--- src/design/lstg_pkg.sv ---
// ----------------------------------------------------------------------------
// lstg_pkg: shared types and constants for the lidar beam to grid cell path
// Field widths, register codes, the configuration bundle, the stage payloads
// and the quarter-wave sine table.
// ----------------------------------------------------------------------------
package lstg_pkg;

	localparam int BEAM_W     = 11;
	localparam int RANGE_W    = 16;
	localparam int CELL_W     = 10;
	localparam int ANG_W      = 16;
	localparam int TRIG_W     = 16;
	localparam int POSE_W     = 24;
	localparam int SCALE_W    = 24;
	localparam int ORG_W      = 16;
	localparam int CFG_IDX_W  = 4;
	localparam int CFG_DATA_W = 24;

	localparam int MAP_WIDTH  = 1024;
	localparam int MAP_HEIGHT = 1024;
	localparam int MAX_BEAMS  = 2048;

	// a quarter turn in binary angle units
	localparam logic [ANG_W-1:0] QUARTER = 16'd16384;

	localparam logic signed [POSE_W-1:0] POSE_X_RST    = '0;
	localparam logic signed [POSE_W-1:0] POSE_Y_RST    = '0;
	localparam logic [ANG_W-1:0]         HEADING_RST   = 16'd0;
	localparam logic [ANG_W-1:0]         ANG_BASE_RST  = 16'd0;
	localparam logic [ANG_W-1:0]         ANG_PITCH_RST = 16'd182;
	localparam logic [SCALE_W-1:0]       CELL_SCALE_RST = 24'd335544;
	localparam logic signed [ORG_W-1:0]  ORIGIN_X_RST  = 16'sd512;
	localparam logic signed [ORG_W-1:0]  ORIGIN_Y_RST  = 16'sd512;

	typedef enum logic [CFG_IDX_W-1:0] {
		REG_POSE_X     = 4'd0,
		REG_POSE_Y     = 4'd1,
		REG_HEADING    = 4'd2,
		REG_ANG_BASE   = 4'd3,
		REG_ANG_PITCH  = 4'd4,
		REG_CELL_SCALE = 4'd5,
		REG_ORIGIN_X   = 4'd6,
		REG_ORIGIN_Y   = 4'd7
	} reg_idx_t;

	typedef struct packed {
		logic signed [POSE_W-1:0] pose_x;
		logic signed [POSE_W-1:0] pose_y;
		logic [ANG_W-1:0]         heading;
		logic [ANG_W-1:0]         ang_base;
		logic [ANG_W-1:0]         ang_pitch;
		logic [SCALE_W-1:0]       cell_scale;
		logic signed [ORG_W-1:0]  origin_x;
		logic signed [ORG_W-1:0]  origin_y;
	} cfg_t;

	typedef struct packed {
		logic [RANGE_W-1:0] range_mm;
		logic [ANG_W-1:0]   ang;
	} ang_pl_t;

	typedef struct packed {
		logic [RANGE_W-1:0]        range_mm;
		logic signed [TRIG_W-1:0]  cos_v;
		logic signed [TRIG_W-1:0]  sin_v;
	} sc_pl_t;

	typedef struct packed {
		logic [CELL_W-1:0] cell_x;
		logic [CELL_W-1:0] cell_y;
	} cell_pl_t;

	// sine over the first quadrant, 65 points, Q1.15 magnitude
	function automatic logic [14:0] quarter_sine(input logic [6:0] i);
		logic [14:0] v;
		case (i)
			7'd0:  v = 15'd0;     7'd1:  v = 15'd804;   7'd2:  v = 15'd1608;
			7'd3:  v = 15'd2410;  7'd4:  v = 15'd3212;  7'd5:  v = 15'd4011;
			7'd6:  v = 15'd4808;  7'd7:  v = 15'd5602;  7'd8:  v = 15'd6393;
			7'd9:  v = 15'd7179;  7'd10: v = 15'd7962;  7'd11: v = 15'd8739;
			7'd12: v = 15'd9512;  7'd13: v = 15'd10278; 7'd14: v = 15'd11039;
			7'd15: v = 15'd11793; 7'd16: v = 15'd12539; 7'd17: v = 15'd13279;
			7'd18: v = 15'd14010; 7'd19: v = 15'd14732; 7'd20: v = 15'd15446;
			7'd21: v = 15'd16151; 7'd22: v = 15'd16846; 7'd23: v = 15'd17530;
			7'd24: v = 15'd18204; 7'd25: v = 15'd18868; 7'd26: v = 15'd19519;
			7'd27: v = 15'd20159; 7'd28: v = 15'd20787; 7'd29: v = 15'd21403;
			7'd30: v = 15'd22005; 7'd31: v = 15'd22594; 7'd32: v = 15'd23170;
			7'd33: v = 15'd23731; 7'd34: v = 15'd24279; 7'd35: v = 15'd24811;
			7'd36: v = 15'd25329; 7'd37: v = 15'd25832; 7'd38: v = 15'd26319;
			7'd39: v = 15'd26790; 7'd40: v = 15'd27245; 7'd41: v = 15'd27683;
			7'd42: v = 15'd28105; 7'd43: v = 15'd28510; 7'd44: v = 15'd28898;
			7'd45: v = 15'd29268; 7'd46: v = 15'd29621; 7'd47: v = 15'd29956;
			7'd48: v = 15'd30273; 7'd49: v = 15'd30571; 7'd50: v = 15'd30852;
			7'd51: v = 15'd31113; 7'd52: v = 15'd31356; 7'd53: v = 15'd31580;
			7'd54: v = 15'd31785; 7'd55: v = 15'd31971; 7'd56: v = 15'd32137;
			7'd57: v = 15'd32285; 7'd58: v = 15'd32412; 7'd59: v = 15'd32521;
			7'd60: v = 15'd32609; 7'd61: v = 15'd32678; 7'd62: v = 15'd32728;
			7'd63: v = 15'd32757;
			default: v = 15'd32767;
		endcase
		return v;
	endfunction

endpackage

--- src/design/lstg_ifs.sv ---


interface lstg_cfg_if
	import lstg_pkg::*;
();
	logic                  valid;
	logic                  ready;
	logic [CFG_IDX_W-1:0]  index;
	logic [CFG_DATA_W-1:0] data;

	modport source(output valid, index, data, input ready);
	modport sink(input valid, index, data, output ready);
endinterface

--- src/design/lstg_cfg.sv ---
// ----------------------------------------------------------------------------
// lstg_cfg: configuration register file
// Takes one register write per beat; unknown indexes are dropped.
// ----------------------------------------------------------------------------
module lstg_cfg
	import lstg_pkg::*;
(
	input  logic   clk,
	input  logic   arst_n,
	lstg_cfg_if.sink cfg,
	output cfg_t   regs
);

	cfg_t regs_q;

	assign cfg.ready = 1'b1;
	assign regs      = regs_q;

	always_ff @(posedge clk or negedge arst_n) begin
		if (!arst_n) begin
			regs_q.pose_x     <= POSE_X_RST;
			regs_q.pose_y     <= POSE_Y_RST;
			regs_q.heading    <= HEADING_RST;
			regs_q.ang_base   <= ANG_BASE_RST;
			regs_q.ang_pitch  <= ANG_PITCH_RST;
			regs_q.cell_scale <= CELL_SCALE_RST;
			regs_q.origin_x   <= ORIGIN_X_RST;
			regs_q.origin_y   <= ORIGIN_Y_RST;
		end else if (cfg.valid) begin
			case (reg_idx_t'(cfg.index))
				REG_POSE_X:     regs_q.pose_x     <= cfg.data[POSE_W-1:0];
				REG_POSE_Y:     regs_q.pose_y     <= cfg.data[POSE_W-1:0];
				REG_HEADING:    regs_q.heading    <= cfg.data[ANG_W-1:0];
				REG_ANG_BASE:   regs_q.ang_base   <= cfg.data[ANG_W-1:0];
				REG_ANG_PITCH:  regs_q.ang_pitch  <= cfg.data[ANG_W-1:0];
				REG_CELL_SCALE: regs_q.cell_scale <= cfg.data[SCALE_W-1:0];
				REG_ORIGIN_X:   regs_q.origin_x   <= cfg.data[ORG_W-1:0];
				REG_ORIGIN_Y:   regs_q.origin_y   <= cfg.data[ORG_W-1:0];
				default: ;
			endcase
		end
	end

endmodule

--- src/flat_wrapper.sv ---
// flat-port wrapper written by rule: the top's interface ports become plain ports
module lstg_cfg_flat import lstg_pkg::*;
  (clk, arst_n, regs, cfg_valid, cfg_index, cfg_data, cfg_ready);
  lstg_cfg_if cfg_i ();
  input  logic clk;
  input  logic arst_n;
  output cfg_t regs;
  input wire logic [$bits(cfg_i.valid)-1:0] cfg_valid;
  input wire logic [$bits(cfg_i.index)-1:0] cfg_index;
  input wire logic [$bits(cfg_i.data)-1:0] cfg_data;
  output wire logic [$bits(cfg_i.ready)-1:0] cfg_ready;
  assign cfg_i.valid = cfg_valid;
  assign cfg_i.index = cfg_index;
  assign cfg_i.data = cfg_data;
  assign cfg_ready = cfg_i.ready;
  lstg_cfg u_core (.clk(clk), .arst_n(arst_n), .cfg(cfg_i), .regs(regs));
endmodule
--- config.mk ---
export PLATFORM = sky130hd
export DESIGN_NAME = lstg_cfg_flat
export DESIGN_NICKNAME = d
export VERILOG_FILES = /design/src/design/lstg_pkg.sv /design/src/design/lstg_ifs.sv /design/src/design/lstg_cfg.sv /design/src/flat_wrapper.sv
export SDC_FILE = /design/constraint.sdc
export NUM_CORES = 1
export LEC_CHECK = 0
export BUFFER_PORTS_ARGS = -buffer_cell sky130_fd_sc_hd__buf_2
export CAP_MARGIN = 15
export CELL_PAD_IN_SITES_DETAIL_PLACEMENT = 2
export CELL_PAD_IN_SITES_GLOBAL_PLACEMENT = 2
export CORE_ASPECT_RATIO = 0.75
export CORE_UTILIZATION = 35
export DETAILED_ROUTE_END_ITERATION = 6
export PLACE_DENSITY_LB_ADDON = 0.12
export SETUP_SLACK_MARGIN = 0.3
export SLEW_MARGIN = 25
export SYNTH_ARGS = -nofsm -noshare
export SYNTH_HDL_FRONTEND = slang
export SYNTH_SLANG_ARGS = --single-unit
--- constraint.sdc ---
create_clock -name clk -period 1.1 [get_ports clk]
set_clock_uncertainty 0.15 [all_clocks]
set_input_delay 0.22 -clock clk [delete_from_list [all_inputs] [get_ports clk]]
set_output_delay 0.22 -clock clk [all_outputs]
set_load 0.005 [all_outputs]
==> impl_metrics.json <==
{
  "synth_area_sq_mm": 0.00575,
  "r2r_end": "u_core.regs[45]$_DFFE_PN0P_",
  "worst-path-stages": 1,
  "grt_max_degree": 41,
  "nNetsFinal": 717,
  "utilization_pct": 61.1,
  "synthTopCellsByArea": "dfrtp_1, mux2_2, dfstp_2",
  "antenna_left": 0,
  "avgViaCountPerCell": 4.95,
  "synth.distinct_cells": 19,
  "clock_latency_ns": 0.44,
  "synth_common_cells": "mux2_2, dfrtp_1, dfstp_2",
  "largest_reg_flops": 152,
  "clkSlewWorstSetupHoldPaths_ns": 0.07,
  "synthArstFlopShare_pct": 100,
  "drt-initial-drc-count": 170,
  "cts-root-buf": "clkbuf_16",
  "multi_input_area_sq_mm": 0.00227,
  "path_cells": "buf_2",
  "total_power_mw": 20.3,
  "core-area_sq_mm": 0.0160,
  "setup_viol": 299,
  "synth.largest_area_cell": "dfrtp_1",
  "critPathMaxFanout": 2,
  "startpoint": "u_core.regs[63]$_DFFE_PN1P_",
  "clock_path_buffers": 2,
  "crit_end": "regs[63]",
  "first_pass_iters": 5,
  "power-per-cell-area_mw_per_mm2": 2070,
  "area.growth.synth_to_final_pct": 70.0,
  "rsz0062_at_grt": "yes",
  "first_global_vias": 4841,
  "max_freq_mhz": 659,
  "ys_ff_latch": 152,
  "diodes": 0,
  "synth_nets": 364,
  "fp-row-count": 40,
  "finalCritPeriodShare_pct": 138,
  "synthCells": 333,
  "ioPinCount": 184,
  "vias": 4499,
  "critical-path-top-delay-family": "flip-flops",
  "fillers": 1403,
  "cts_tree": "yes",
  "r2r_start": "u_core.regs[45]$_DFFE_PN0P_",
  "grt-ovfl-total": 0,
  "violations": "negative hold slack, negative setup slack",
  "period_minus_slack_ns": 1.52,
  "ir_worst_vdd_mv": 1.55,
  "die_y_um": 113,
  "final-hold-violation-count": 176,
  "finalWorstSetupSlack_ns": -0.417,
  "report.final.slew_viol_count": 0,
  "start_util_pct": 35.9,
  "cts_buffers": 17,
  "route.detailed.drc": 0,
  "cp_slowest_cell": "dfstp_2",
  "clock_sinks": 152,
  "final_area_sq_mm": 0.00978,
  "holdWs_ns": -0.533,
  "required_ns": 0.73,
  "place.gp.congestion": 0.716,
  "dieArea_sq_mm": 0.0170,
  "p_leak_nw": 5.05,
  "placed_cell_area_sq_mm": 0.00742,
  "pre_cts_slack_ns": -0.567,
  "drt-total-wl_um": 27800,
  "critPathArrivalTime_ns": 1.15,
  "regToRegSetupSlack_ns": -0.13,
  "hold_path_class": "in2async",
  "rr_worst_depth": 3,
  "port_buffers": 182,
  "grt_use_total_pct": 28.0,
  "postSynthAreaPerCell_sq_um": 17.3,
  "post-dp-hpwl_um": 11400,
  "crit_type": "reg2out",
  "layout-drive-gt1-share_pct": 80.1,
  "yosysMostFrequentCell": "mux2_2",
  "chipWidth_um": 150,
  "seqCellArea_sq_mm": 0.00382,
  "max_cap_violations": 0,
  "worstSetupEndpointType": "output port",
  "status": "complete, but fails checks",
  "antenna_found_initial": 0,
  "netlist.area_leader.share_pct": 58.7,
  "wire_per_inst_um": 30.6,
  "cp-start-kind": "flop",
  "synth-edff-count": 0,
  "ys.flop_type": "dfrtp_1",
  "critPathMaxStageDelay_ns": 0.56,
  "grt_pass1_wl_um": 33200,
  "cts-htree-levels": 4,
  "critPathBufInv": 1,
  "yosys_warnings": 0,
  "yosysSeqAreaShare_pct": 66.5
}
==> power breakdown <==
part	internal (mW)	total (mW)	switching (mW)
Clock	3.27	5.99	2.73
Combinational	3.85	6.24	2.40
Sequential	7.01	8.02	1.01
Total	14.1	20.3	6.14
==> routing by layer <==
metal  vias up  track usage (%)  part of all wire [%]
met2       182             47.9                    52
met3        45             8.02                   5.1
met4         0             9.02                   3.0
met5         -                0                     0
li1       1890                -                     -
met1      2382             33.9                    40
==> through the flow <==
step | hold slack [ns] | cells | setup TNS, ns
2_1_floorplan | -0.226 | 333 | -40.25
3_3_place_gp | -0.0682 | 735 | -66.64
3_5_place_dp | -0.0655 | 735 | -71.59
4_1_cts | -0.531 | 848 | -45.73
5_1_grt | -0.541 | 909 | -63.84
6_report | -0.533 | 909 | -59.03
==> cells by family (layout without fill, tap and decap cells) <==
group / Yosys count / count (layout) / share of synthesized area, %
other cells: 1 / 1 / 0.0652
mux: 152 / 152 / 29.8
buf+inv: 14 / 380 / 1.52
simple gates: 14 / 14 / 2.15
flops: 152 / 152 / 66.5
==> final cells by class <==
| type | instances | share of cell area (%) |
|---|---|---|
| clock buffer | 20 | 4.67 |
| timing repair buffer | 348 | 29.1 |
| clock inverter | 12 | 1.22 |
| multi-input combinational | 167 | 23.2 |
| sequential | 152 | 39.1 |
| tap | 210 | 2.69 |
==> repair_timing <==
item | CTS | global route
endpoints found under the hold margin | 195 | 169
resized for setup | 86 | 37
pin swaps | 6 | 3
gates cloned | 11 | 0
endpoints found under the setup margin | 304 | 304
buffers inserted | 70 | 61
==> cells in the final DEF (no fill, tap or decap) <==
cell type   synthesis  final
nand3_4             0      3
dfrtp_1           135    135
clkinv_4            0      4
nor3_4              0      1
dfstp_2            17     17
nand2_8             0      2
clkinv_2            0      1
clkinvlp_4          0      3
clkbuf_1            0      1
nand2_1             3      1
clkbuf_16           0     18
nor2_4              0      2
conb_1              1      1
buf_8               0      4
mux2_4              0     88
bufinv_16           0      1
buf_12              0     16
inv_6               0      3
and2b_4             0      1
nand3b_4            0      1
buf_2               9    159
nand4_4             0      1
buf_16              0     10
mux2_2            150     63
buf_6               2     49
clkbuf_8            0      2
mux2_1              2      1
buf_4               2    109
nor3b_4             1      2
==> how the worst min path moves through the flow <==
stage	to	cells past startpoint
2_1_floorplan	u_core.regs[0]$_DFFE_PN0P_	0
3_3_place_gp	u_core.regs[65]$_DFFE_PN0P_	1
3_5_place_dp	u_core.regs[65]$_DFFE_PN0P_	1
4_1_cts	u_core.regs[65]$_DFFE_PN0P_	1
5_1_grt	u_core.regs[65]$_DFFE_PN0P_	1
6_report	u_core.regs[100]$_DFFE_PN0P_	1
(Power assumes the default switching activity.)
