===== config.mk =====
export PLATFORM = sky130hd
export DESIGN_NAME = lstg_sincos
export DESIGN_NICKNAME = d
export VERILOG_FILES = /design/src/design/lstg_pkg.sv /design/src/design/lstg_sincos.sv
export SDC_FILE = /design/constraint.sdc
export NUM_CORES = 1
export LEC_CHECK = 0
export BUFFER_PORTS_ARGS = -buffer_cell sky130_fd_sc_hd__buf_2
export CAP_MARGIN = 40
export CORE_MARGIN = 1
export CORE_UTILIZATION = 45
export DETAILED_ROUTE_END_ITERATION = 10
export PLACE_DENSITY = 0.63
export SYNTH_ARGS = -nofsm -noshare
export SYNTH_HDL_FRONTEND = slang
export SYNTH_SLANG_ARGS = --single-unit

===== constraint.sdc =====
create_clock -name clk -period 12.8 [get_ports clk]
set_clock_uncertainty 0.2 [all_clocks]
set_input_delay 0.64 -clock clk [delete_from_list [all_inputs] [get_ports clk]]
set_output_delay 0.64 -clock clk [all_outputs]
set_load 0.02 [all_outputs]

===== src/design/lstg_pkg.sv =====
// ----------------------------------------------------------------------------
// lstg_pkg: shared types and constants for the lidar beam to grid cell path
// Field widths, register codes, the configuration bundle, the stage payloads
// and the quarter-wave sine table.
// ----------------------------------------------------------------------------
package lstg_pkg;

	localparam int BEAM_W     = 11;
	localparam int RANGE_W    = 16;
	localparam int CELL_W     = 10;
	localparam int ANG_W      = 16;
	localparam int TRIG_W     = 16;
	localparam int POSE_W     = 24;
	localparam int SCALE_W    = 24;
	localparam int ORG_W      = 16;
	localparam int CFG_IDX_W  = 4;
	localparam int CFG_DATA_W = 24;

	localparam int MAP_WIDTH  = 1024;
	localparam int MAP_HEIGHT = 1024;
	localparam int MAX_BEAMS  = 2048;

	// a quarter turn in binary angle units
	localparam logic [ANG_W-1:0] QUARTER = 16'd16384;

	localparam logic signed [POSE_W-1:0] POSE_X_RST    = '0;
	localparam logic signed [POSE_W-1:0] POSE_Y_RST    = '0;
	localparam logic [ANG_W-1:0]         HEADING_RST   = 16'd0;
	localparam logic [ANG_W-1:0]         ANG_BASE_RST  = 16'd0;
	localparam logic [ANG_W-1:0]         ANG_PITCH_RST = 16'd182;
	localparam logic [SCALE_W-1:0]       CELL_SCALE_RST = 24'd335544;
	localparam logic signed [ORG_W-1:0]  ORIGIN_X_RST  = 16'sd512;
	localparam logic signed [ORG_W-1:0]  ORIGIN_Y_RST  = 16'sd512;

	typedef enum logic [CFG_IDX_W-1:0] {
		REG_POSE_X     = 4'd0,
		REG_POSE_Y     = 4'd1,
		REG_HEADING    = 4'd2,
		REG_ANG_BASE   = 4'd3,
		REG_ANG_PITCH  = 4'd4,
		REG_CELL_SCALE = 4'd5,
		REG_ORIGIN_X   = 4'd6,
		REG_ORIGIN_Y   = 4'd7
	} reg_idx_t;

	typedef struct packed {
		logic signed [POSE_W-1:0] pose_x;
		logic signed [POSE_W-1:0] pose_y;
		logic [ANG_W-1:0]         heading;
		logic [ANG_W-1:0]         ang_base;
		logic [ANG_W-1:0]         ang_pitch;
		logic [SCALE_W-1:0]       cell_scale;
		logic signed [ORG_W-1:0]  origin_x;
		logic signed [ORG_W-1:0]  origin_y;
	} cfg_t;

	typedef struct packed {
		logic [RANGE_W-1:0] range_mm;
		logic [ANG_W-1:0]   ang;
	} ang_pl_t;

	typedef struct packed {
		logic [RANGE_W-1:0]        range_mm;
		logic signed [TRIG_W-1:0]  cos_v;
		logic signed [TRIG_W-1:0]  sin_v;
	} sc_pl_t;

	typedef struct packed {
		logic [CELL_W-1:0] cell_x;
		logic [CELL_W-1:0] cell_y;
	} cell_pl_t;

	// sine over the first quadrant, 65 points, Q1.15 magnitude
	function automatic logic [14:0] quarter_sine(input logic [6:0] i);
		logic [14:0] v;
		case (i)
			7'd0:  v = 15'd0;     7'd1:  v = 15'd804;   7'd2:  v = 15'd1608;
			7'd3:  v = 15'd2410;  7'd4:  v = 15'd3212;  7'd5:  v = 15'd4011;
			7'd6:  v = 15'd4808;  7'd7:  v = 15'd5602;  7'd8:  v = 15'd6393;
			7'd9:  v = 15'd7179;  7'd10: v = 15'd7962;  7'd11: v = 15'd8739;
			7'd12: v = 15'd9512;  7'd13: v = 15'd10278; 7'd14: v = 15'd11039;
			7'd15: v = 15'd11793; 7'd16: v = 15'd12539; 7'd17: v = 15'd13279;
			7'd18: v = 15'd14010; 7'd19: v = 15'd14732; 7'd20: v = 15'd15446;
			7'd21: v = 15'd16151; 7'd22: v = 15'd16846; 7'd23: v = 15'd17530;
			7'd24: v = 15'd18204; 7'd25: v = 15'd18868; 7'd26: v = 15'd19519;
			7'd27: v = 15'd20159; 7'd28: v = 15'd20787; 7'd29: v = 15'd21403;
			7'd30: v = 15'd22005; 7'd31: v = 15'd22594; 7'd32: v = 15'd23170;
			7'd33: v = 15'd23731; 7'd34: v = 15'd24279; 7'd35: v = 15'd24811;
			7'd36: v = 15'd25329; 7'd37: v = 15'd25832; 7'd38: v = 15'd26319;
			7'd39: v = 15'd26790; 7'd40: v = 15'd27245; 7'd41: v = 15'd27683;
			7'd42: v = 15'd28105; 7'd43: v = 15'd28510; 7'd44: v = 15'd28898;
			7'd45: v = 15'd29268; 7'd46: v = 15'd29621; 7'd47: v = 15'd29956;
			7'd48: v = 15'd30273; 7'd49: v = 15'd30571; 7'd50: v = 15'd30852;
			7'd51: v = 15'd31113; 7'd52: v = 15'd31356; 7'd53: v = 15'd31580;
			7'd54: v = 15'd31785; 7'd55: v = 15'd31971; 7'd56: v = 15'd32137;
			7'd57: v = 15'd32285; 7'd58: v = 15'd32412; 7'd59: v = 15'd32521;
			7'd60: v = 15'd32609; 7'd61: v = 15'd32678; 7'd62: v = 15'd32728;
			7'd63: v = 15'd32757;
			default: v = 15'd32767;
		endcase
		return v;
	endfunction

endpackage


===== src/design/lstg_sincos.sv =====
// ----------------------------------------------------------------------------
// lstg_sincos: two-stage cosine/sine generator
// Stage 2 folds the angle into the first quadrant and reads the table;
// stage 3 interpolates between table points and applies the sign.
// ----------------------------------------------------------------------------
module lstg_sincos
	import lstg_pkg::*;
(
	input  logic    clk,
	input  logic    arst_n,
	input  logic    in_vld,
	input  ang_pl_t in_pl,
	output logic    in_rdy,
	output logic    out_vld,
	output sc_pl_t  out_pl,
	input  logic    out_rdy
);

	typedef struct packed {
		logic [14:0] base;
		logic [9:0]  diff;
		logic [7:0]  frac;
		logic        neg;
	} lk_t;

	function automatic lk_t sine_lookup(input logic [ANG_W-1:0] a);
		logic [14:0] u;
		logic [6:0]  i;
		logic [14:0] t0;
		logic [14:0] t1;
		lk_t         r;
		u  = a[14] ? (15'd16384 - {1'b0, a[13:0]}) : {1'b0, a[13:0]};
		i  = u[14:8];
		t0 = quarter_sine(i);
		t1 = quarter_sine(i + 7'd1);
		r.neg  = a[15];
		r.frac = u[7:0];
		// top of the quadrant saturates at the table end
		if (i[6]) begin
			r.base = 15'd32767;
			r.diff = '0;
		end else begin
			r.base = t0;
			r.diff = 10'(t1 - t0);
		end
		return r;
	endfunction

	function automatic logic signed [TRIG_W-1:0] interp(input lk_t k);
		logic [17:0] prod;
		logic [14:0] mag;
		prod = 18'(k.diff) * 18'(k.frac);
		mag  = k.base + 15'(prod >> 8);
		return k.neg ? -$signed({1'b0, mag}) : $signed({1'b0, mag});
	endfunction

	logic                     vld_s2, vld_s3;
	logic                     rdy_s2, rdy_s3;
	logic [RANGE_W-1:0]       range_s2;
	lk_t                      cos_lk_s2, sin_lk_s2;
	sc_pl_t                   pl_s3;

	assign rdy_s3 = !vld_s3 || out_rdy;
	assign rdy_s2 = !vld_s2 || rdy_s3;
	assign in_rdy = rdy_s2;

	always_ff @(posedge clk or negedge arst_n) begin
		if (!arst_n) begin
			vld_s2 <= 1'b0;
			vld_s3 <= 1'b0;
		end else begin
			if (rdy_s2) vld_s2 <= in_vld;
			if (rdy_s3) vld_s3 <= vld_s2;
		end
	end

	always_ff @(posedge clk) begin
		if (rdy_s2 && in_vld) begin
			range_s2  <= in_pl.range_mm;
			cos_lk_s2 <= sine_lookup(in_pl.ang + QUARTER);
			sin_lk_s2 <= sine_lookup(in_pl.ang);
		end
		if (rdy_s3 && vld_s2) begin
			pl_s3.range_mm <= range_s2;
			pl_s3.cos_v    <= interp(cos_lk_s2);
			pl_s3.sin_v    <= interp(sin_lk_s2);
		end
	end

	assign out_vld = vld_s3;
	assign out_pl  = pl_s3;

`ifndef SYNTH
	a_trig_bounded: assert property (@(posedge clk) disable iff (!arst_n)
		vld_s3 |-> (pl_s3.cos_v != -16'sd32768 && pl_s3.sin_v != -16'sd32768))
		else $error("trig value outside Q1.15 magnitude");
	a_sat_flat: assert property (@(posedge clk) disable iff (!arst_n)
		(vld_s2 && sin_lk_s2.base == 15'd32767) |-> sin_lk_s2.diff == 10'd0)
		else $error("saturated sine carries a nonzero slope");
`endif

endmodule


==> impl_metrics.sql <==
INSERT INTO impl_metrics (metric_group, metric, value, unit) VALUES
('clocking', 'htreeDepth', '4', ''),
('layout', 'layout_common_cells', 'nand2_1, inv_1, nor2_1', ''),
('yosys', 'syn_area', '0.0172', 'mm2'),
('die', 'dieHeight', '198', 'um'),
('place', 'finalWeightedCongestion', '0.937', ''),
('worst_setup_path', 'timing.rr.start', 'sin_lk_s2[5]$_DFFE_PP_', ''),
('route', 'drc', '0', ''),
('sta', 'timing.final.max_slew_violations', '0', ''),
('grt', 'groute.usage.overall', '23.9', '%'),
('job', 'max_cap_viol', '0', ''),
('clocking', 'max-clock-path-buffers', '2', ''),
('worst_hold_path', 'worst_hold_startpoint', 'in_pl[29]', ''),
('layout', 'area_delta_synth_final', '8.38', '%'),
('sta', 'setup_repair_after_global_routing_missed_its_margin', 'no', ''),
('yosys', 'synth.avg_cell_area', '8.44', 'um2'),
('yosys', 'synth_seq_area_share', '23.1', '%'),
('sta', 'maxSlewHeadroom', '35.5', '%'),
('sta', 'hold_viol_final', '0', ''),
('clocking', 'postCtsResizedCells', '0', ''),
('worst_setup_path', 'cp_data_arrival_time', '7.33', 'ns'),
('worst_setup_path', 'worstPathRequired', '12.77', 'ns'),
('grt', 'grt_pass1_wl', '74.9', 'mm'),
('yosys', 'synth-edff-count', '131', ''),
('layout', 'nNetsFinal', '2320', ''),
('sta', 'totalNegativeSetupSlack', '0', 'ns'),
('die', 'fp.dieArea', '0.0391', 'mm2'),
('worst_setup_path', 'cp-start-kind', 'register', ''),
('clocking', 'worst_setup_hold_path_clk_slew', '0.06', 'ns'),
('grt', 'number_of_global_route_vias_before_repair', '14200', ''),
('worst_hold_path', 'hold_depth', '1', ''),
('clocking', 'cts_root_buffer', 'clkbuf_16', ''),
('worst_setup_path', 'reg_to_reg_slack_setup', '5.43', 'ns'),
('route', 'drt-initial-drc-count', '1565', ''),
('sta', 'setup-violations-final', '0', ''),
('grt', 'grt_antenna_before_repair', '1', ''),
('die', 'floorplan.core_area', '0.0377', 'mm2'),
('route', 'firstDrtPassIters', '6', ''),
('outcome', 'run_status', 'finished, final reports clean', ''),
('place', 'portBuffers', '85', ''),
('clocking', 'insertion_delay_of_the_later_clocked_pin_in_the_worst_skew_pair', '0.44', 'ns'),
('sta', 'fmax', '136', 'MHz'),
('grt', 'maximum_number_of_pins_on_one_net_before_global_route_repair', '73', ''),
('sta', 'timing_worst_slew_pin_value', '0.960', 'ns'),
('route', 'drt.antenna.violating_nets', '0', ''),
('route', 'vias_per_cell', '5.88', ''),
('worst_setup_path', 'r2r_worst_path_depth', '24', ''),
('layout', 'mostFrequentLayoutCell', 'nand2_1', ''),
('layout', 'layout-drive-gt1-share', '10.2', '%'),
('yosys', 'mappedNetlistNets', '2315', ''),
('die', 'io-pin-count', '86', ''),
('worst_hold_path', 'min_delay_worst_endpoint', 'range_s2[13]$_DFFE_PP_', ''),
('clocking', 'cts_buffers', '17', ''),
('place', 'detailed_place_hpwl', '34.4', 'mm'),
('layout', 'insertedDiodeCount', '0', ''),
('worst_setup_path', 'path_max_fanout', '10', ''),
('die', 'fp.dieW', '198', 'um'),
('die', 'row_count', '71', ''),
('clocking', 'cts_num_sinks', '133', ''),
('yosys', 'synth-async-reset-ratio', '1.50', '%'),
('route', 'total_number_of_vias', '15100', ''),
('worst_setup_path', 'path_class', 'register to register', ''),
('worst_hold_path', 'worst_hold_path_type', 'primary input to register', ''),
('layout', 'fin_util', '49.6', '%'),
('yosys', 'synthesis.instances', '2042', ''),
('worst_setup_path', 'end_kind', 'register', ''),
('grt', 'grt-ovfl-total', '0', ''),
('die', 'initial_core_util', '45.8', '%'),
('yosys', 'synth.distinct_cells', '92', ''),
('yosys', 'synth_ff_type', 'edfxtp_1', ''),
('sta', 'period_share', '57.5', '%'),
('yosys', 'synth.yosys.warnings', '0', ''),
('sta', 'min_period', '7.37', 'ns'),
('clocking', 'clock_tree_from_tritoncts', 'built', ''),
('route', 'finalWirelength', '46.4', 'mm'),
('route', 'routed_wire_length_per_instance', '18.1', 'um'),
('yosys', 'ys_ff_latch', '133', ''),
('worst_setup_path', 'crit-reg2reg-capture', 'out_pl[14]$_DFFE_PP_', '');
==> area by class of cell <==
| class | instances | area [um2] |
|---|---|---|
| Fill cell | 3598 | 19000 |
| Multi-Input combinational cell | 1593 | 12100 |
| Sequential cell | 133 | 3980 |
| Timing Repair Buffer | 125 | 758 |
| Inverter | 177 | 664 |
| Tap cell | 511 | 639 |
| Clock buffer | 17 | 425 |
| Clock inverter | 15 | 140 |
==> Yosys cell counts (7+ instances only) <==
| library cell | n | share of area (%) |
|---|---|---|
| nand2b_1 | 18 | 0.65 |
| a31oi_1 | 25 | 0.91 |
| o21a_1 | 14 | 0.61 |
| clkbuf_1 | 88 | 1.9 |
| xnor2_2 | 8 | 0.75 |
| a21oi_1 | 124 | 3.6 |
| o221ai_1 | 8 | 0.41 |
| nand2_1 | 194 | 4.2 |
| o22ai_1 | 11 | 0.40 |
| and2_1 | 112 | 4.1 |
| o311ai_0 | 13 | 0.66 |
| a311oi_1 | 11 | 0.56 |
| o211ai_1 | 46 | 2.0 |
| o21bai_1 | 7 | 0.30 |
| or2_2 | 8 | 0.29 |
| or3_1 | 12 | 0.44 |
| a211oi_1 | 43 | 1.9 |
| buf_2 | 34 | 0.99 |
| inv_1 | 175 | 3.8 |
| nor2_1 | 165 | 3.6 |
| fa_1 | 98 | 11 |
| o21ai_0 | 108 | 3.1 |
| xor2_1 | 44 | 2.2 |
| ha_1 | 139 | 10 |
| a211o_1 | 7 | 0.36 |
| edfxtp_1 | 131 | 23 |
| o21ai_1 | 13 | 0.38 |
| a21o_1 | 17 | 0.74 |
| nor2b_1 | 16 | 0.58 |
| and3_1 | 10 | 0.36 |
| nor3_1 | 45 | 1.3 |
| nor4_1 | 8 | 0.29 |
| nor3b_1 | 8 | 0.35 |
| o31ai_1 | 13 | 0.57 |
| buf_1 | 12 | 0.26 |
| mux2i_1 | 11 | 0.64 |
| xnor2_1 | 76 | 3.9 |
| a221oi_1 | 10 | 0.51 |
| nand3_1 | 39 | 1.1 |
==> critical path, stage by stage (launching register included) <==
cell,delay [ns]
edfxtp_1,0.52
and2_1,0.24
fa_1,0.45
fa_1,0.54
inv_1,0.05
fa_1,0.46
fa_1,0.55
inv_1,0.04
ha_1,0.28
inv_1,0.06
o21ai_0,0.11
a21oi_1,0.39
nor2_1,0.11
o21a_1,0.24
nor2_1,0.13
ha_1,0.28
nor2b_1,0.15
o21ai_1,0.20
a21oi_1,0.10
a2111oi_0,0.56
o211ai_1,0.20
or3_1,0.42
or3b_1,0.42
o31ai_1,0.28
xor2_1,0.10
==> kinds of logic (layout without fill, tap and decap cells) <==
logic type / Yosys count / after routing / share of synthesized area (%)
and+or+nand+nor: 664 / 664 / 18.7
AOI/OAI and AO/OA: 546 / 546 / 21.2
buffers and inverters: 316 / 334 / 7.31
adders and majority gates: 237 / 237 / 21.5
DFF: 133 / 133 / 23.1
xor gates and xnor gates: 131 / 131 / 7.27
muxes: 15 / 15 / 0.965
==> metal layers <==
metal / track usage [%] / wire [um] / vias to the layer above
met5: 0 / 12 / -
met1: 33.5 / 20900 / 7148
met4: 7.26 / 1010 / 2
met2: 38.5 / 21000 / 648
met3: 2.98 / 3490 / 78
li1: - / - / 7237
==> metrics by stage <==
step	worst slack, ns	instances	hold slack, ns	area, um2
after global placement	5.44	2535	0.200	18100
after CTS	5.52	2571	0.162	18700
after global routing	5.03	2571	0.174	18700
final	5.43	2571	0.182	18700
after floorplan	5.90	2042	0.144	17200
after detailed placement	5.36	2538	0.205	18100
==> state kept, by name (all words and copies together), names as in the netlist <==
register,cells
vld_s2,1
range_s2,16
cos_lk_s2,34
out_vld,1
sin_lk_s2,33
out_pl,48
==> worst max-delay path by stage <==
stage	from	depth (start not counted)	endpoint	slack [ns]
after floorplan	cos_lk_s2[8]$_DFFE_PP_	24	out_pl[31]$_SDFFCE_PN0P_	5.90
after global placement	in_pl[14]	26	sin_lk_s2[17]$_SDFFCE_PP0P_	5.44
after detailed placement	in_pl[14]	26	sin_lk_s2[17]$_SDFFCE_PP0P_	5.36
after CTS	sin_lk_s2[5]$_DFFE_PP_	24	out_pl[14]$_DFFE_PP_	5.52
after global routing	cos_lk_s2[8]$_DFFE_PP_	26	out_pl[30]$_DFFE_PP_	5.03
final	sin_lk_s2[5]$_DFFE_PP_	24	out_pl[14]$_DFFE_PP_	5.43
==> timing repair <==
item | CTS | global route
buffers inserted | 0 | 0
hold buffers | 1 | 0
hold endpoints to repair | 2 | 0
Power is left out: the tool's default activity adds up to more than one toggle a clock period on the data nets, which glitch-free logic cannot reach.
